==> src/design/chbe_pkg.sv <==
// shared types and constants for the canonical huffman byte encoder
package chbe_pkg;

  localparam int SymW     = 8;
  localparam int LenW     = 4;
  localparam int CodeW    = 15;
  localparam int FirstW   = 16;
  localparam int CountW   = 9;
  localparam int NumLens  = 16;
  localparam int PendW    = 7;
  localparam int PcntW    = 3;
  localparam int AccW     = 22;
  localparam int CntW     = 5;
  localparam int ByteBits = 8;
  localparam logic [ByteBits-1:0] ByteMask = 8'hFF;

  typedef enum logic [1:0] {
    KIND_LOAD   = 2'd0,
    KIND_BUILD  = 2'd1,
    KIND_ENCODE = 2'd2,
    KIND_FLUSH  = 2'd3
  } kind_e;

  typedef struct packed {
    kind_e             kind;
    logic [SymW-1:0]   symbol;
    logic [LenW-1:0]   code_length;
  } enc_item_t;

  typedef struct packed {
    logic [ByteBits-1:0] out_byte;
    logic                byte_valid;
    logic                stream_end;
    logic [PcntW-1:0]    pad_bits;
    logic                no_code_error;
    logic                last_of_run;
  } enc_result_t;

  typedef struct packed {
    logic form;
    logic emit;
    logic flush;
  } pack_ctrl_t;

endpackage

==> src/design/chbe_code_store.sv <==
// canonical code memory, reads zero until the first build has written it
module chbe_code_store #(
  parameter int SYMBOL_COUNT = 256,
  parameter int ADDR_W       = 8
) (
  input  logic                       clk_i,
  input  logic                       rst_ni,
  input  logic                       wr_en_i,
  input  logic [ADDR_W-1:0]          wr_addr_i,
  input  logic [chbe_pkg::CodeW-1:0] wr_code_i,
  input  logic [ADDR_W-1:0]          rd_addr_i,
  output logic [chbe_pkg::CodeW-1:0] rd_code_o
);
  import chbe_pkg::*;

  logic [CodeW-1:0] mem [SYMBOL_COUNT];
  logic             built_q;

  always_ff @(posedge clk_i) begin
    if (wr_en_i) begin
      mem[wr_addr_i] <= wr_code_i;
    end
    rd_code_o <= built_q ? mem[rd_addr_i] : '0;
  end

  // a build writes every entry, so one flag covers the whole table
  always_ff @(posedge clk_i or negedge rst_ni) begin
    if (!rst_ni) begin
      built_q <= 1'b0;
    end else if (wr_en_i) begin
      built_q <= 1'b1;
    end
  end

endmodule

==> config.mk <==
export PLATFORM = sky130hd
export DESIGN_NAME = chbe_code_store
export DESIGN_NICKNAME = d
export VERILOG_FILES = /design/src/design/chbe_pkg.sv /design/src/design/chbe_code_store.sv
export SDC_FILE = /design/constraint.sdc
export NUM_CORES = 2
export LEC_CHECK = 0
export ABC_AREA = 1
export BUFFER_PORTS_ARGS = -buffer_cell sky130_fd_sc_hd__buf_4
export CAP_MARGIN = 20
export CORE_UTILIZATION = 50
export CTS_CLUSTER_DIAMETER = 30
export CTS_CLUSTER_SIZE = 20
export DETAILED_ROUTE_END_ITERATION = 10
export GPL_ROUTABILITY_DRIVEN = 0
export HOLD_SLACK_MARGIN = 0.12
export PLACE_DENSITY = 0.65
export REMOVE_ABC_BUFFERS = 1
export SLEW_MARGIN = 20
export SYNTH_ARGS = -nofsm -noshare
export SYNTH_HDL_FRONTEND = slang
export SYNTH_SLANG_ARGS = --single-unit
==> constraint.sdc <==
create_clock -name clk_i -period 1.9 [get_ports clk_i]
set_input_delay 0.095 -clock clk_i [delete_from_list [all_inputs] [get_ports clk_i]]
set_output_delay 0.095 -clock clk_i [all_outputs]
set_load 0.005 [all_outputs]
Word level (Yosys, flattened, before mapping)
Memories as Yosys holds them, arrays and structs flattened. A register that Yosys moved wholly into a read port is not among the register bits.
Cells that the tools add are included.
W data, S select, Z words.
{"block": "totals", "word_cells": 5, "input_bits": 34, "out_inout_bits": 15, "register_bits": 1, "ramBits": 3840, "memories": 1}
{"block": "op_classes", "mux": 2, "reduce_logical": 1}
{"memory": "mem", "words": 256, "width": 15, "read_ports": 1, "rd_ports_with_merged_regs": 1, "wr": 1, "line": "chbe_code_store.sv:16", "text": "logic [CodeW-1:0] mem [SYMBOL_COUNT];"}
{"op": "$mux W1", "count": 2}
{"op": "$logic_not A1 Y1", "count": 1}

Longest topological paths before layout
{"block": "logic_depth", "depth_word": 2, "ltp_mapped": 15, "ltp_nobuf": 11}

Worst setup path after synthesis
Ideal clock, no wire load.
{"block": "synth_timing", "kind": "input to register", "start": "in wr_addr_i[7]", "end": "mem mem[181][0], enable pin", "n_path_buf": 0, "arrival_ns": 1.580, "setup_time_ns": 0.406, "setup_slack_ns": -0.086, "required_time_ns": 1.494, "stages": 4, "path_cell_list": "inv_1 nor2_1 nand2_1 nor3_1"}
{"item": "start: declaration", "line": "chbe_code_store.sv:9", "text": "input logic [ADDR_W-1:0] wr_addr_i,"}
{"item": "end: declaration", "line": "chbe_code_store.sv:16"}
No word-level cell before the write port.

==> results.sh <==
export IMPL_power_uw=229000
export IMPL_layout_drive_gt1_share_pct=17.4
export IMPL_drt_first_pass_iters=8
export IMPL_worstPathCellList="dlygate4sd3_1, buf_8, buf_12, buf_12, buf_4, nand3_1, nand3_1, nand3_1, nand3_1, nand3_1, nand2_1, nor2_1"
export IMPL_post_synth_instance_area_sq_mm=0.155
export IMPL_tritoncts_num_buffers=654
export IMPL_critPathCaptureType="flop"
export IMPL_grt_antenna_before_repair=24
export IMPL_hold_violations=0
export IMPL_placement_io_buffers=48
export IMPL_grt_pass1_wl_mm=705
export IMPL_worstHoldStart="wr_en_i"
export IMPL_instances_no_fill=18500
export IMPL_hold_path_depth=3
export IMPL_timing_hold_ws_ns=0.182
export IMPL_row_count=204
export IMPL_clock_power_share_pct=53.1
export IMPL_drt_wl_total_mm=485
export IMPL_die_area_sq_mm=0.313
export IMPL_nNetsFinal=13900
export IMPL_detailedRoute_firstIterationViolations=15300
export IMPL_worst_r2r_setup_slack_ns=-0.03
export IMPL_rsz0062_at_grt="true"
export IMPL_tightest_slew_ns=1.29
export IMPL_drc_violations_left=0
export IMPL_synth_sequential_area_ratio_pct=74.4
export IMPL_p_leak_uw=0.0708
export IMPL_clkSlewWorstSetupHoldPaths_ns=0.05
export IMPL_synth_top_area_share_pct=74.2
export IMPL_vias_in_the_first_global_route=107000
export IMPL_worstPathArrival_ns=2.88
export IMPL_n_fill_cell=21900
export IMPL_clock_sink_count=3856
export IMPL_layout_area_seq_sq_mm=0.116
export IMPL_cts_root_buffer="sky130_fd_sc_hd__clkbuf_16"
export IMPL_clock_fmax_mhz=516
export IMPL_finish_stage_setup_viols=4
export IMPL_synthesis_area_per_instance_sq_um=12.1
export IMPL_final_antenna_net_count=0
export IMPL_grtUsageTotal_pct=30.4
export IMPL_timing_max_slew_rel_slack_pct=13.4
export IMPL_status="finished, violations left"
export IMPL_total_via_count_after_detailed_routing=110000
export IMPL_start_kind="primary input"
export IMPL_number_of_cells_traversed_by_the_worst_register_to_register_path=11
export IMPL_buffer_depth_of_the_longest_clock_path=4
export IMPL_cts_tree="yes"
export IMPL_max_stage_delay_ns=0.56
export IMPL_pin_count=49
export IMPL_violations="negative setup slack"
export IMPL_vdd_ir_drop_max_mv=0.786
export IMPL_power_switching_share_pct=23.0
export IMPL_postCtsSetupRepairBufs=0
export IMPL_net_switching_power_uw=52800
export IMPL_mostFrequentLayoutCell="sky130_fd_sc_hd__nand2_1"
export IMPL_final_setup_worst_slack_ns=-0.0375
export IMPL_place_hpwl_mm=290
export IMPL_clock_tree_htree_level_count=6
export IMPL_syn_instance_count=12800
export IMPL_netlist_top_cell_by_area="sky130_fd_sc_hd__edfxtp_1"
export IMPL_synth_yosys_warnings=0
export IMPL_die_width_um=560
export IMPL_setup_tns_final_ns=-0.119
export IMPL_routed_wl_per_cell_um=26.1
export IMPL_sequentialPowerShare_pct=41.0
export IMPL_crit_top_cell="sky130_fd_sc_hd__nand3_1"
export IMPL_powerDensity_mw_per_mm2=1170
export IMPL_grt_max_degree=100
export IMPL_finalWorstPathRequiredPeriod_ns=1.94
export IMPL_grt_overflow_total=0
export IMPL_final_max_slew_violation_count=0
export IMPL_worstHoldEndpoint="built_q"
export IMPL_final_period_utilization_pct=102
export IMPL_crit_path_top_delay_cell="sky130_fd_sc_hd__dlygate4sd3_1"
export IMPL_start_util_pct=50.3
export IMPL_synth_seq_cells=3856
export IMPL_maxCapViolations=0
export IMPL_area_of_combinational_cells_with_multiple_inputs_sq_mm=0.0361
export IMPL_dpl_cell_count=17300
export IMPL_clock_skew_final_ns=0.0673
export IMPL_drt_vias_per_instance=5.96
export IMPL_cellInternalPower_uw=176000
export IMPL_layout_common_cells="sky130_fd_sc_hd__nand2_1, sky130_fd_sc_hd__edfxtp_1, sky130_fd_sc_hd__nand3_1"
export IMPL_critical_path_reg2reg_startpoint="mem[0][13]"
export IMPL_post_synth_main_area_contributors="sky130_fd_sc_hd__edfxtp_1, sky130_fd_sc_hd__nand3_1, sky130_fd_sc_hd__nand2_1, sky130_fd_sc_hd__buf_4, sky130_fd_sc_hd__nor2_1"
export IMPL_post_synth_num_cell_types=21
export IMPL_critPathRequiredTime_ns=2.84
export IMPL_timing_worst_setup_path_type="in -> reg"
export IMPL_combinational_power_share_pct=5.9
export IMPL_die_h_um=560
export IMPL_clock_insertion_delay_worst_skew_ns=1.06
export IMPL_minimum_setup_slack_after_placement_ns=-1.28
export IMPL_class_of_the_most_critical_hold_timing_path="in -> reg"
export IMPL_fp_coreArea_sq_mm=0.309
export IMPL_reg2reg_to="rd_code_o[13]"
export IMPL_syn_to_final_growth_pct=25.9
export IMPL_worst_path_max_fanout=30
-- repair_timing --
| action | in CTS | in global routing |
|---|---|---|
| setup endpoints to repair | 19 | 568 |
| resized for setup | 117 | 161 |
| endpoints found under the hold margin | 6988 | 0 |
| gates cloned | 0 | 3 |
| pin swaps | 8 | 22 |
| hold buffers | 58 | 0 |
-- power by group through the flow --
stage                     Combinational (uW)  Clock [uW]  Sequential, uW
after floorplan                         5610           0           95600
after global placement                 12400           0           95700
after detailed placement               12600           0           95700
after CTS                              13000      122000           94000
after global routing                   14100      126000           94000
final                                  13500      122000           94000
-- layout make-up --
| cell class | count | share of cell area (%) |
|---|---|---|
| Sequential cell | 3856 | 59.1 |
| Clock inverter | 489 | 3.24 |
| Clock buffer | 727 | 8.56 |
| Antenna cell | 10 | 0.0128 |
| Multi-Input combinational cell | 8046 | 18.4 |
| Inverter | 39 | 0.0959 |
| Tap cell | 4120 | 2.63 |
| Timing Repair Buffer | 1254 | 7.93 |
-- logic make-up after synthesis --
logic type             count (synthesis)  synth area share, %
buffers and inverters                921                 3.15
AOI/OAI and AO/OA                    120                0.410
DFF                                 3856                 74.4
and+or+nand+nor                     7926                 22.1
-- sequential cells by signal, summed over array words and instances (netlist names) --
register and flops:
built_q 1, mem 3840, rd_code_o 15
-- synthesized netlist by cell type (all sizes together) --
cell    count
nand2    3874
edfxtp   3840
nand3    3618
buf       636
nor2      431
clkbuf    246
o21ai      60
inv        37
a21oi      30
o22ai      30
dfxtp      15
clkinv      2
nor3        2
dfrtp       1
or2         1
-- critical path: cells and delay by family --
kind	cells	cell delay, ns
buffers and inverters	5	1.47
AND/OR/NAND/NOR	7	1.18
-- how the worst max path moves through the flow --
stage                       startpoint       endpoint  slack [ns]  cells after the start
after floorplan           rd_addr_i[0]  rd_code_o[10]       -8.18                     11
after global placement    rd_addr_i[1]  rd_code_o[13]       -1.29                     13
after detailed placement  rd_addr_i[1]  rd_code_o[13]       -1.28                     13
after CTS                   mem[81][3]   rd_code_o[3]       -0.03                     10
after global routing        mem[65][3]   rd_code_o[3]       -0.07                     10
final                     rd_addr_i[3]   rd_code_o[8]       -0.04                     12
-- per-stage QoR --
step | area, sq um | util (%)
2_1_floorplan | 151000 | -
3_3_place_gp | 171000 | 55.2
3_5_place_dp | 171000 | 55.2
4_1_cts | 195000 | 63.1
5_1_grt | 196000 | 63.3
6_report | 196000 | 63.3
-- metal layers --
layer  vias to the layer above  global-route usage (%)  share of wire (%)  wire, um
li1                      48100                       -                  -         -
met1                     54200                    40.1                 37    180000
met2                      6916                    47.3                 46    224000
met3                      1134                    6.21                 11     53200
met4                         6                    16.8                5.6     27300
met5                         -                       0             0.0072        35
Note: power is estimated with default switching activity, not from simulation.
