===== config.mk =====
export PLATFORM = sky130hd
export DESIGN_NAME = chbe_len_store
export DESIGN_NICKNAME = d
export VERILOG_FILES = /design/src/design/chbe_pkg.sv /design/src/design/chbe_len_store.sv
export SDC_FILE = /design/constraint.sdc
export NUM_CORES = 1
export LEC_CHECK = 0
export ABC_CLOCK_PERIOD_IN_PS = 5810
export BUFFER_PORTS_ARGS = -buffer_cell sky130_fd_sc_hd__buf_2
export CORE_ASPECT_RATIO = 0.7
export CORE_MARGIN = 5
export CORE_UTILIZATION = 30
export DETAILED_ROUTE_END_ITERATION = 6
export GPL_TIMING_DRIVEN = 0
export SKIP_LAST_GASP = 1
export SLEW_MARGIN = 20
export SYNTH_ARGS = -nofsm -noshare
export SYNTH_HDL_FRONTEND = slang
export SYNTH_SLANG_ARGS = --single-unit

===== constraint.sdc =====
create_clock -name clk_i -period 5.81 [get_ports clk_i]
set_clock_uncertainty 0.2 [all_clocks]
set_input_delay 0.8715 -clock clk_i [delete_from_list [all_inputs] [get_ports clk_i]]
set_output_delay 0.8715 -clock clk_i [all_outputs]
set_load 0.1 [all_outputs]

===== src/design/chbe_pkg.sv =====
// shared types and constants for the canonical huffman byte encoder
package chbe_pkg;

  localparam int SymW     = 8;
  localparam int LenW     = 4;
  localparam int CodeW    = 15;
  localparam int FirstW   = 16;
  localparam int CountW   = 9;
  localparam int NumLens  = 16;
  localparam int PendW    = 7;
  localparam int PcntW    = 3;
  localparam int AccW     = 22;
  localparam int CntW     = 5;
  localparam int ByteBits = 8;
  localparam logic [ByteBits-1:0] ByteMask = 8'hFF;

  typedef enum logic [1:0] {
    KIND_LOAD   = 2'd0,
    KIND_BUILD  = 2'd1,
    KIND_ENCODE = 2'd2,
    KIND_FLUSH  = 2'd3
  } kind_e;

  typedef struct packed {
    kind_e             kind;
    logic [SymW-1:0]   symbol;
    logic [LenW-1:0]   code_length;
  } enc_item_t;

  typedef struct packed {
    logic [ByteBits-1:0] out_byte;
    logic                byte_valid;
    logic                stream_end;
    logic [PcntW-1:0]    pad_bits;
    logic                no_code_error;
    logic                last_of_run;
  } enc_result_t;

  typedef struct packed {
    logic form;
    logic emit;
    logic flush;
  } pack_ctrl_t;

endpackage


===== src/design/chbe_len_store.sv =====
// code length memory with per-entry valid bits and registered read
module chbe_len_store #(
  parameter int SYMBOL_COUNT = 256,
  parameter int ADDR_W       = 8
) (
  input  logic                    clk_i,
  input  logic                    rst_ni,
  input  logic                    wr_en_i,
  input  logic [ADDR_W-1:0]       wr_addr_i,
  input  logic [chbe_pkg::LenW-1:0] wr_len_i,
  input  logic [ADDR_W-1:0]       rd_addr_i,
  output logic [chbe_pkg::LenW-1:0] rd_len_o
);
  import chbe_pkg::*;

  logic [LenW-1:0] mem [SYMBOL_COUNT];
  logic [SYMBOL_COUNT-1:0] vld_q;
  logic [LenW-1:0] rd_len_q;
  logic            rd_vld_q;

  always_ff @(posedge clk_i) begin
    if (wr_en_i) begin
      mem[wr_addr_i] <= wr_len_i;
    end
    rd_len_q <= mem[rd_addr_i];
  end

  // entries never loaded read as zero length
  always_ff @(posedge clk_i or negedge rst_ni) begin
    if (!rst_ni) begin
      vld_q    <= '0;
      rd_vld_q <= 1'b0;
    end else begin
      if (wr_en_i) begin
        vld_q[wr_addr_i] <= 1'b1;
      end
      rd_vld_q <= vld_q[rd_addr_i];
    end
  end

  assign rd_len_o = rd_vld_q ? rd_len_q : '0;

endmodule


# Yosys cells after proc, flatten, opt, wreduce, memory -nomap -nowiden
# Memory sizes are Yosys's and may differ from the RTL's. A register that Yosys moved wholly into a read port is not among the register bits.
# Cells that the tools add are included.
[classes] n_lt_le_gt_ge=3 mul=0 n_div=0 n_bitwise=1 n_shift=0 n_reduce_logical=1 eq_ne=0 mux=7 n_addsub=0
[op_table] cell="256-bit OR" count=1
[op_table] cell="8-bit by 9-bit less-than comparator with 1-bit output, second input constant" count=2
[op_table] cell="1-bit binary-select mux with 8-bit select" count=1
[op_table] cell="1-bit demux with 8-bit select" count=1
[op_table] cell="8-bit by 1-bit >= comparator with 1-bit output, second input constant" count=1
[op_table] cell="1-bit 2-to-1 mux" count=4
[op_table] cell="4-bit 2-to-1 mux" count=1
[op_table] cell="1-bit logical AND" count=1
[totals] output_inout_bits=4 in_bits=23 reg_bits=257 n_memories=1 mem_bits_ro=0 latch_bits=0 mem_bits_rw=1024 word_cells=15
[mem_list] name="mem" depth=256 word_bits=4 rd=1 rd_clocked_by_memory_dff=1 wr=1 line_no="chbe_len_store.sv:16" rtl="logic [LenW-1:0] mem [SYMBOL_COUNT];"

# Logic depth before layout (Yosys ltp)
[depth] word_depth=5 mapped_depth=12 depth_no_buf=7

# Worst setup path after synthesis
# No wires, ideal clock.
[synth_timing] kind="input to register" from="input rd_addr_i[1]" to="register rd_len_q[0] (read register of mem)" path_stages=8 arrival_ps=2968 t_required_ps=5483 setup_slack_ps=2515 setup_ps=127 n_path_buf=4 cell_sequence="buf_2 -> buf_2 -> buf_2 -> clkbuf_1 -> mux4_2 -> a2111oi_0 -> nor4_1 -> or3_1"
[synth_lines] element="from (decl)" line_no="chbe_len_store.sv:11" rtl="input logic [ADDR_W-1:0] rd_addr_i,"
[synth_lines] element="to (decl)" line_no="chbe_len_store.sv:18" rtl="logic [LenW-1:0] rd_len_q;"

==> run summary <==
The cell leakage power was 20.5 nW; the final core utilization was 34.6%. Once detail routing completed, the nets flagged for antenna violations numbered 0. Entering global routing, the biggest net connects 126 pins. Wires add up to 152 mm.

Combinational logic burns 6.7% of the power. Number of enable-type register cells in the synthesized netlist: 1024. In this run the standard cell core region covers 169000 um2. The logs give 11 for the number of antenna violations at the first check in global routing and 0 for the total number of yosys warnings. The clock tree synthesis step divided the H-tree into 3 levels. The run gives 212 mm as the wire length of the first global-routing pass. The cell count after synthesis came out at 2771. Setup repair after global routing left no endpoint under its margin.

The final reports fail on DRC. Setup violations remaining at the end of the flow were counted as 0. The global placer's final weighted congestion is 0.894. By area the synthesized netlist is led by sky130_fd_sc_hd__edfxtp_1 (61%), sky130_fd_sc_hd__dfrtp_1 (13%), sky130_fd_sc_hd__mux4_2 (12%), sky130_fd_sc_hd__or2_2 (3.2%), sky130_fd_sc_hd__mux2i_1 (3.2%). Dividing the detail-routed via count by the number of cells gives 5.29.

The critical path class was input pin to flip-flop. The logs give 0 for the final max-slew violation count and 0.000239 V for the maximum resistive drop on vdd. In this run the deepest clock path goes through 3 buffers. The register area share after synthesis was 73.3%; the power share of the sequential group was 51.7%. The number of resized instances in the post-cts repair step was 0.

In this run the cell area measured after placement is 54300 um2. The internal power of the cells was 15.3 mW. The number of global-route vias before repair was 26800. In this run, the number of DRC markers left after iteration 0 of detailed routing was 4430. In this run the count of I/O pins placed on the die edge is 27. The clock share of power is 41.7%. Fraction of final layout cells sized beyond drive strength 1: 28.4%.

The switching power of the nets came out at 4.39 mW. Kind of end point of the critical path: a flip-flop. The arrival time reported for the critical path endpoint is 5130 ps, and the post-route total power is 19.7 mW.

Buffers added to address setup during post-CTS repair amount to 0. In the synthesized netlist the dominant register cell turns out to be sky130_fd_sc_hd__edfxtp_1. The final-report hold violation count is 0. The synthesis-to-layout area growth works out to 14.8%. For this design the ratio of total power to cell area is 338 nW/um2.

The number of hold buffers added after cts came out at 1. The async set-reset flop share out of synthesis is 20.0%, and the number of clock buffers inserted by TritonCTS is 111. The synthesized design contains 1285 register bits. The tools report the count of distinct cell types in the synthesized netlist as 47. The tools report the effective utilization at floorplan as 30.2%.

The maximum clock frequency is 0.214 GHz, and the clock-pin slew reported for the worst setup and hold paths after clock tree synthesis is 70 ps. For the worst setup path, the data required time is 6280 ps. After legalization and detailed placement, the total HPWL measured 104 mm. Adding up every negative setup slack in the final design gives 0 ps. For the pin with the worst max-slew slack, the measured transition is 1260 ps.

The flow ran to the end, but the final reports show violations. CTS placed an instance of sky130_fd_sc_hd__clkbuf_16 at the clock tree root. For this run, design rule violations remaining after detail routing come to 31. The synthesized netlist occupies a cell area of 50800 um2. In this run the tightest slew margin relative to its limit is 15.0%. The initialized floorplan defines 126 standard-cell rows. The die extent in x was 502 um. In this run the worst hold path is classified as input pin to flip-flop. The tree built by TritonCTS fans out to 1285 sinks. The clock period minus final worst setup slack was 4670 ps. The largest fanout of any net on the critical path is 10, and the synthesized area per cell is 18.3 um2. The synthesized design spends more area on one cell type than any other, namely sky130_fd_sc_hd__edfxtp_1. Average wire per cell in the routed design: 28.9 um. The final cycle utilization of the critical path came out at 80.3%. After the last flow step, the layout net total stands at 2945. The floorplan step set the die height to 354 um.

The worst setup path is launched from an input pin. In this run switching power makes up 22.3% of total power. The total of max-cap violations is 0, and the global-route congestion overflow total is 0. Summing over every cut layer, the via total after detailed routing is 27800. Summing all non-filler instances in the final layout gives an area of 58300 um2.

TritonCTS built the clock tree. The count of input and output buffers works out to 18. The die covers 178000 um2. The area share of the largest cell type after synthesis is 60.5%, and the clock network latency to the later pin of the worst-skew pair is 730 ps. The number of nets handed over by synthesis was 2794. The total track usage came out at 16.8%. The first TritonRoute pass finished after 7 iterations.
through the flow:
step                      setup WS [ps]  hold slack [ps]  instances
final                              1140              250       5262
after global routing               1260              219       5260
after CTS                          1430              197       5259
after detailed placement            652              247       5048
after global placement            -1730              244       5029
after floorplan                    2510              234       2771
flip-flops by register name (all words and copies together) (netlist names):
signal / cells
mem: 1024
vld_q: 256
rd_len_q: 4
rd_vld_q: 1
worst max-delay path, stage by stage:
cell and delay (ps):
sky130_fd_sc_hd__buf_2 180, sky130_fd_sc_hd__clkbuf_1 650, sky130_fd_sc_hd__buf_1 980, sky130_fd_sc_hd__clkbuf_1 950
sky130_fd_sc_hd__a2111oi_0 160, sky130_fd_sc_hd__nor4_1 1110, sky130_fd_sc_hd__or3_1 210
kinds of logic after synthesis:
family	synth area share [%]
and+or+nand+nor	6.75
muxes	15.6
DFF	73.3
AOI/OAI and AO/OA	2.76
buffers and inverters	1.59
area by class of cell:
type,instances,area [um2]
clock buffer,141,3060
antenna,3,7.51
clock inverter,69,936
tap,2240,2800
timing repair buffer,38,643
inverter,2,7.51
fill,15700,110000
buffer,157,841
sequential,1285,37300
multi-input combinational,1327,12800
Yosys cell counts (5+ instances only):
library cell / n
sky130_fd_sc_hd__mux2_2: 5
sky130_fd_sc_hd__a211oi_1: 19
sky130_fd_sc_hd__nand2b_1: 7
sky130_fd_sc_hd__a22oi_1: 16
sky130_fd_sc_hd__o22ai_1: 36
sky130_fd_sc_hd__o21ai_0: 7
sky130_fd_sc_hd__nand3_1: 36
sky130_fd_sc_hd__buf_1: 11
sky130_fd_sc_hd__nand2_1: 65
sky130_fd_sc_hd__a31oi_1: 10
sky130_fd_sc_hd__mux2i_1: 160
sky130_fd_sc_hd__edfxtp_1: 1024
sky130_fd_sc_hd__a21oi_1: 26
sky130_fd_sc_hd__dfrtp_1: 257
sky130_fd_sc_hd__and2_1: 12
sky130_fd_sc_hd__nand4_1: 10
sky130_fd_sc_hd__clkbuf_1: 87
sky130_fd_sc_hd__buf_6: 12
sky130_fd_sc_hd__mux4_2: 278
sky130_fd_sc_hd__buf_2: 21
sky130_fd_sc_hd__buf_4: 25
sky130_fd_sc_hd__nor2b_1: 14
sky130_fd_sc_hd__o221ai_1: 54
sky130_fd_sc_hd__nor2_1: 273
sky130_fd_sc_hd__or2_2: 258
worst paths after layout:
path	slack, ps	from	endpoint	cells past startpoint
max reg2reg	2650	mem[142][1]	rd_len_q[1]	5
min	250	wr_len_i[3]	mem[142][3]	1
max in group asynchronous	4120	rst_ni	vld_q[194]	3
max	1140	rd_addr_i[2]	rd_len_q[3]	7
min reg2reg	260	vld_q[74]	vld_q[74]	1
min in group asynchronous	430	rst_ni	vld_q[139]	2
power by group through the flow:
stage / logic, mW / registers [mW] / clock network [mW]
floorplan: 0.701 / 10.3 / 0
global placement: 1.24 / 10.4 / 0
detailed placement: 1.29 / 10.4 / 0
CTS: 1.29 / 10.2 / 8.28
global route: 1.37 / 10.2 / 8.68
finish: 1.31 / 10.2 / 8.21
layer usage:
metal / share of wire [%] / global-route usage, % / up-vias
li1: - / - / 11200
met1: 44 / 25.9 / 14800
met2: 40 / 22.1 / 1651
met3: 14 / 6.40 / 204
met4: 2.4 / 3.95 / 2
met5: 0.0086 / 0 / -
placed cells by master, fill, tap and decap left out, types with 54 or more instances in the layout:
master                         n
sky130_fd_sc_hd__mux4_2      278
sky130_fd_sc_hd__o221ai_1     54
sky130_fd_sc_hd__nand2_1      65
sky130_fd_sc_hd__clkbuf_16   113
sky130_fd_sc_hd__clkbuf_1     71
sky130_fd_sc_hd__nor2_1      273
sky130_fd_sc_hd__mux2i_1     160
sky130_fd_sc_hd__dfrtp_1     257
sky130_fd_sc_hd__edfxtp_1   1024
sky130_fd_sc_hd__or2_2       258
Power figures use the tool's default switching activity.
