### src/design/chbe_pkg.sv
// shared types and constants for the canonical huffman byte encoder
package chbe_pkg;

  localparam int SymW     = 8;
  localparam int LenW     = 4;
  localparam int CodeW    = 15;
  localparam int FirstW   = 16;
  localparam int CountW   = 9;
  localparam int NumLens  = 16;
  localparam int PendW    = 7;
  localparam int PcntW    = 3;
  localparam int AccW     = 22;
  localparam int CntW     = 5;
  localparam int ByteBits = 8;
  localparam logic [ByteBits-1:0] ByteMask = 8'hFF;

  typedef enum logic [1:0] {
    KIND_LOAD   = 2'd0,
    KIND_BUILD  = 2'd1,
    KIND_ENCODE = 2'd2,
    KIND_FLUSH  = 2'd3
  } kind_e;

  typedef struct packed {
    kind_e             kind;
    logic [SymW-1:0]   symbol;
    logic [LenW-1:0]   code_length;
  } enc_item_t;

  typedef struct packed {
    logic [ByteBits-1:0] out_byte;
    logic                byte_valid;
    logic                stream_end;
    logic [PcntW-1:0]    pad_bits;
    logic                no_code_error;
    logic                last_of_run;
  } enc_result_t;

  typedef struct packed {
    logic form;
    logic emit;
    logic flush;
  } pack_ctrl_t;

endpackage

### src/design/chbe_packer.sv
// bit packer: shared shift unit, pending bit buffer and result register
module chbe_packer (
  input  logic                       clk_i,
  input  logic                       rst_ni,
  input  chbe_pkg::pack_ctrl_t       ctrl_i,
  input  logic [chbe_pkg::LenW-1:0]  len_i,
  input  logic [chbe_pkg::CodeW-1:0] code_i,
  input  logic                       sym_bad_i,
  output logic                       more_o,
  output logic                       strobe_o,
  output chbe_pkg::enc_result_t      result_o
);
  import chbe_pkg::*;

  logic [PendW-1:0] pend_q, pend_d;
  logic [PcntW-1:0] pcnt_q, pcnt_d;
  logic [AccW-1:0]  acc_q, acc_w;
  logic [CntW-1:0]  cnt_q, cnt_w, cnt_n, cnt_keep;
  logic [FirstW-1:0] cmask;
  logic [ByteBits-1:0] pmask;
  logic             err, has_byte, work;
  logic [PcntW-1:0] pad;
  logic             strobe_d;
  enc_result_t      res_d;

  always_comb begin
    cmask = (FirstW'(1) << len_i) - FirstW'(1);
    if (ctrl_i.emit) begin
      acc_w = acc_q;
      cnt_w = cnt_q;
    end else begin
      acc_w = (AccW'(pend_q) << len_i) | AccW'(code_i & cmask[CodeW-1:0]);
      cnt_w = CntW'(pcnt_q) + CntW'(len_i);
    end
    err      = ctrl_i.form && (sym_bad_i || len_i == '0);
    work     = (ctrl_i.form && !err) || ctrl_i.emit;
    has_byte = cnt_w >= CntW'(ByteBits);
    cnt_n    = cnt_w - CntW'(ByteBits);
    more_o   = work && has_byte && (cnt_n >= CntW'(ByteBits));
    cnt_keep = has_byte ? cnt_n : cnt_w;
    pmask    = (ByteBits'(1) << cnt_keep[PcntW-1:0]) - ByteBits'(1);
    pad      = PcntW'(CntW'(ByteBits) - CntW'(pcnt_q));

    pend_d   = pend_q;
    pcnt_d   = pcnt_q;
    strobe_d = 1'b0;
    res_d    = '0;

    if (ctrl_i.flush) begin
      strobe_d         = 1'b1;
      res_d.stream_end = 1'b1;
      res_d.last_of_run = 1'b1;
      if (pcnt_q != '0) begin
        res_d.out_byte   = ByteBits'(ByteBits'(pend_q) << pad) & ByteMask;
        res_d.byte_valid = 1'b1;
        res_d.pad_bits   = pad;
      end
      pend_d = '0;
      pcnt_d = '0;
    end else if (err) begin
      strobe_d            = 1'b1;
      res_d.no_code_error = 1'b1;
      res_d.last_of_run   = 1'b1;
    end else if (work) begin
      if (has_byte) begin
        strobe_d          = 1'b1;
        res_d.out_byte    = ByteBits'(acc_w >> cnt_n);
        res_d.byte_valid  = 1'b1;
        res_d.last_of_run = cnt_n < CntW'(ByteBits);
      end
      if (!more_o) begin
        pend_d = PendW'(acc_w) & pmask[PendW-1:0];
        pcnt_d = cnt_keep[PcntW-1:0];
      end
    end
  end

  always_ff @(posedge clk_i or negedge rst_ni) begin
    if (!rst_ni) begin
      pend_q   <= '0;
      pcnt_q   <= '0;
      strobe_o <= 1'b0;
    end else begin
      pend_q   <= pend_d;
      pcnt_q   <= pcnt_d;
      strobe_o <= strobe_d;
    end
  end

  always_ff @(posedge clk_i) begin
    if (more_o) begin
      acc_q <= acc_w;
      cnt_q <= cnt_n;
    end
    if (strobe_d) begin
      result_o <= res_d;
    end
  end

endmodule

### config.mk
export PLATFORM = sky130hd
export DESIGN_NAME = chbe_packer
export DESIGN_NICKNAME = d
export VERILOG_FILES = /design/src/design/chbe_pkg.sv /design/src/design/chbe_packer.sv
export SDC_FILE = /design/constraint.sdc
export NUM_CORES = 1
export LEC_CHECK = 0
export BUFFER_PORTS_ARGS = -buffer_cell sky130_fd_sc_hd__buf_2
export CAP_MARGIN = 20
export CORE_ASPECT_RATIO = 1.5
export CORE_UTILIZATION = 40
export DETAILED_ROUTE_END_ITERATION = 10
export PLACE_DENSITY = 0.65
export SLEW_MARGIN = 20
export SYNTH_ARGS = -nofsm -noshare
export SYNTH_HDL_FRONTEND = slang
export SYNTH_SLANG_ARGS = --single-unit
### constraint.sdc
create_clock -name clk_i -period 5.2 [get_ports clk_i]
set_input_delay 0.52 -clock clk_i [delete_from_list [all_inputs] [get_ports clk_i]]
set_output_delay 0.52 -clock clk_i [all_outputs]
set_load 0.05 [all_outputs]
# Word level (Yosys, flattened, before mapping)
# Cells that the tools add are included.
[classes]
shifts = 5
n_bitwise = 3
reduce_logical = 13
add_sub_neg = 5
n_mux = 25
order_cmp = 3
n_eq_ne = 2
[ops]
columns = ["cell", "n"]
rows = [
  ["$mux W9", 5],
  ["$mux W7", 4],
  ["$mux W22", 1],
  ["$or A22 B15 Y22", 1],
  ["$shl A7 B4 Y22", 1],
  ["$shr A22 B5 Y8", 1],
  ["$mux W3", 6],
  ["$and A15 B15 Y15", 1],
  ["$shl A1 B4 Y15 const A", 1],
  ["$sub A15 B2 Y15 const B", 1],
  ["$ge A5 B4 Y1 const B", 2],
  ["$shl A7 B3 Y8", 1],
  ["$and A7 B7 Y7", 1],
  ["$mux W1", 7],
  ["$shl A1 B3 Y7 const A", 1],
  ["$sub A7 B2 Y7 const B", 1],
  ["$add A3 B4 Y5", 1],
  ["$lt A5 B4 Y1 const B", 1],
  ["$mux W5", 1],
  ["$sub A5 B4 Y5 const B", 1],
  ["$logic_and A1 B1 Y1", 4],
  ["$logic_not A4 Y1", 1],
  ["$mux W4", 1],
  ["$ne A2 B2 Y1 const B", 2],
  ["8 further kinds", 9],
]
[word_totals]
input_bits = 25
word_cells = 67
reg_bits = 53

# Logic depth before layout (Yosys ltp)
[logic_depth]
depth_word = 12
ltp_mapped = 15
mapped_depth_nobuf = 14

# Worst setup path before layout
# Ideal clock, no wire load.
[synth_timing]
path_type = "input port to output port"
start = "input len_i[2] in the netlist's numbering"
end = "output more_o"
path_buffers = 3
stages = 10
path_slack_ns = -0.151
arrival_ns = 4.831
cell_sequence = "ha_1 -> nor2_1 -> a222oi_1 -> nand2_2 -> clkbuf_1 -> ha_1 -> clkbuf_1 -> clkbuf_1 -> or3_1 -> a21oi_1"
[synth_lines]
columns = ["element", "line", "source"]
rows = [
  ["start: declaration", "chbe_packer.sv:6", "input logic [chbe_pkg::LenW-1:0] len_i,"],
  ["$add A3 B4 Y5", "chbe_packer.sv:33", "cnt_w = CntW'(pcnt_q) + CntW'(len_i);"],
  ["$mux W5", "chbe_packer.sv:28", "if (ctrl_i.emit) begin"],
  ["$sub A5 B4 Y5", "chbe_packer.sv:38", "cnt_n = cnt_w - CntW'(ByteBits);"],
  ["named net cnt_n[4]", "chbe_packer.sv:18", "logic [CntW-1:0] cnt_q, cnt_w, cnt_n, cnt_keep;"],
  ["$ge A5 B4 Y1", "chbe_packer.sv:39", "more_o = work && has_byte && (cnt_n >= CntW'(ByteBits));"],
  ["$logic_and A1 B1 Y1", "chbe_packer.sv:39", ""],
  ["end: declaration", "chbe_packer.sv:9", "output logic more_o,"],
]
# The timed path passes the listed nets, and every way through them passes these cells.

==> impl_metrics.tcl <==
set metrics [dict create \
    slew_viol_final 0 \
    syn_nets 624 \
    clockBufferDepth 2 \
    status "complete, no violations" \
    grt_pass1_wl_um 28000 \
    final_cell_mix "65 x nor2_1, 45 x nand2_1, 42 x edfxtp_1, 41 x buf_2, 35 x a21oi_1" \
    p_int_uw 1040 \
    yosysWarnings 0 \
    top_layer "met4" \
    final_nets 631 \
    hold_class "in2async" \
    cts.htree.levels 2 \
    setup_viol 0 \
    synth_ff_type "edfxtp_1" \
    vias_per_cell 6.71 \
    cts_tree "yes" \
    grt_max_degree 38 \
    crit_arrival_ns 4.12 \
    wl_met3_um 1190 \
    numCtsBuffers 5 \
    fmax_ghz 0.245 \
    syn_area_um2 5030 \
    post-route-min-period_ns 4.07 \
    syn2layout_area_growth_pct 7.96 \
    hold_violations 0 \
    setup.worst_path.end_class "register" \
    first_pass_iters 5 \
    antenna_found_initial 0 \
    path_class "reg2reg" \
    die_width_um 93.5 \
    vias 5036 \
    postSynthCellCount 589 \
    netlist-cell-type-count 85 \
    fp.dieH_um 139 \
    final_common_cell "nor2_1" \
    vdd_ir_drop_max_mv 0.201 \
    clkLatencyLatePin_ns 0.30 \
    pwr_density_cell_nw_per_um2 345 \
    worstMarginPinSlew_ns 0.937 \
    grt_setup_unrepaired "false" \
    avgSynthCellArea_um2 8.54 \
    async_reset_ff_frac 0.208 \
    drtAntennaViolNets 0 \
    wl_met2_um 9010 \
    switchingPower_uw 836 \
    seq_area_frac_synth 0.306 \
    hpwl_um 13600 \
    port_buffers 41 \
    gp_congestion 0.919 \
    wl_um 18000 \
    cts_resized 0 \
    drt_iter0_markers 586 \
    start_kind "register" \
    synth_seq_cells 53 \
    io-pin-count 42 \
    post-route-drc-count 0 \
    max_cap_viol_count 0 \
    postCtsHoldBufs 0 \
    drive_gt1_frac 0.168 \
    setup_tns_ns 0 \
    grt_pass1_vias 4855 \
    n_antenna_cell 0 \
    grt_usage 0.282 \
    num_rows 49 \
    wl_per_cell_um 23.9 \
    grt-ovfl-total 0 \
    path_max_fanout 19 \
    slew_headroom 0.359 \
    worstPathRequired_ns 5.24 \
    wl_met1_um 6600 \
    cts_sinks 53 \
    cts_setup_buffers 0 \
    pwr-share-clk 0.195 \
    dieArea_um2 13000 \
    cts.reportedPaths.clkPinSlew_ns 0.07 \
    final_util 0.447 \
    p_comb_frac 0.485 \
    finalCritPeriodShare 0.784 \
    cts-root-buf "clkbuf_16" \
    initial_core_util 0.414 \
    finClkSkew_ns 0.00785 \
    leakage_uw 0.00200 \
    switching_share 0.446 \
    power_frac_seq 0.320 \
    synth_edf_count 42 \
    core_um2 12100 \
]
## critical path, cell delays in order (launching register included)
cell and delay [ns]:
dfrtp_1 0.53, ha_1 0.29, a21oi_1 0.18, mux2i_1 0.26, nand2_2 0.31, inv_2 0.35, ha_1 0.22, o41ai_1 0.12
o211ai_1 0.65, nor2_1 0.19, a41o_1 0.33, a2111oi_0 0.31, nor3_1 0.09
## cell type report
cell class                 count  area (µm²)
clock buffer                   7         154
clock inverter                 1        5.00
fill                        1239        6710
inverter                      22        82.6
multi-input combinational    459        3150
sequential                    53        1540
tap                          153         191
timing repair buffer          55         310
## metrics by stage
step | setup WS, ns | cell area (µm²) | hold WS, ns | instances | total power (µW)
after global placement | 1.06 | 5270 | 0.403 | 742 | 1490
after global routing | 0.877 | 5430 | 0.110 | 750 | 1960
after detailed placement | 1.02 | 5270 | 0.412 | 742 | 1490
final | 1.13 | 5430 | 0.0922 | 750 | 1870
after floorplan | 0.722 | 5030 | 0.224 | 589 | 1250
after CTS | 1.16 | 5430 | 0.0944 | 750 | 1860
## layer usage
metal | global-route usage | up-vias
met4 | 0.168 | 0
met2 | 0.475 | 286
met3 | 0.0421 | 69
met5 | 0 | -
li1 | - | 2282
met1 | 0.335 | 2399
## power groups by stage
stage               Sequential [µW]  Clock, µW  Combinational, µW
finish                          600        365                909
global route                    605        386                973
CTS                             598        373                893
detailed placement              606          0                887
global placement                605          0                881
floorplan                       657          0                588
## synth_stat cells (all sizes together), types with 5 or more instances
master  count  share of area
dfrtp      11          0.055
o21ai      26          0.027
nand3      13          0.013
nor3       18          0.018
edfxtp     42           0.25
a21oi      37          0.038
ha          9          0.022
buf        25          0.030
o211ai     12          0.018
nand4       5         0.0062
mux2i      20          0.040
a22oi      11          0.016
mux2       16          0.037
a32oi       7          0.012
inv        22          0.016
nor2b      14          0.017
a211oi     14          0.021
nand2      46          0.035
o311ai      5          0.012
nor2       65          0.049
nand3b      6         0.0090
o221ai      5         0.0087
clkbuf     30          0.023
a221oi      8          0.015
a31oi      13          0.016
o22ai       8          0.011
and2       11          0.014
nand2b     11          0.014
mux4        5          0.022
## flip-flops by register name (all words and copies together) (netlist names)
name and cells:
acc_q 22, result_o 15, pend_q 7, cnt_q 5, pcnt_q 3, strobe_o 1
## final timing paths
check,from,end,slack (ns),cells after the start
min reg2reg,acc_q[18],acc_q[18],0.60,2
min,rst_ni,pend_q[1],0.09,1
max in group asynchronous,rst_ni,pcnt_q[1],4.89,1
max reg2reg,pcnt_q[0],result_o[12],1.13,12
max,pcnt_q[0],result_o[12],1.13,12
min in group clk_i,ctrl_i[0],pend_q[2],0.59,2
## kinds of logic after synthesis
family	after synthesis	share of synthesized area
buffers and inverters	77	0.0697
adders and majority gates	10	0.0264
DFF	53	0.306
and+or+nand+nor	213	0.215
xor gates and xnor gates	3	0.00523
muxes	41	0.0996
AOI/OAI and AO/OA	192	0.279
Note: power is estimated with default switching activity, not from simulation.
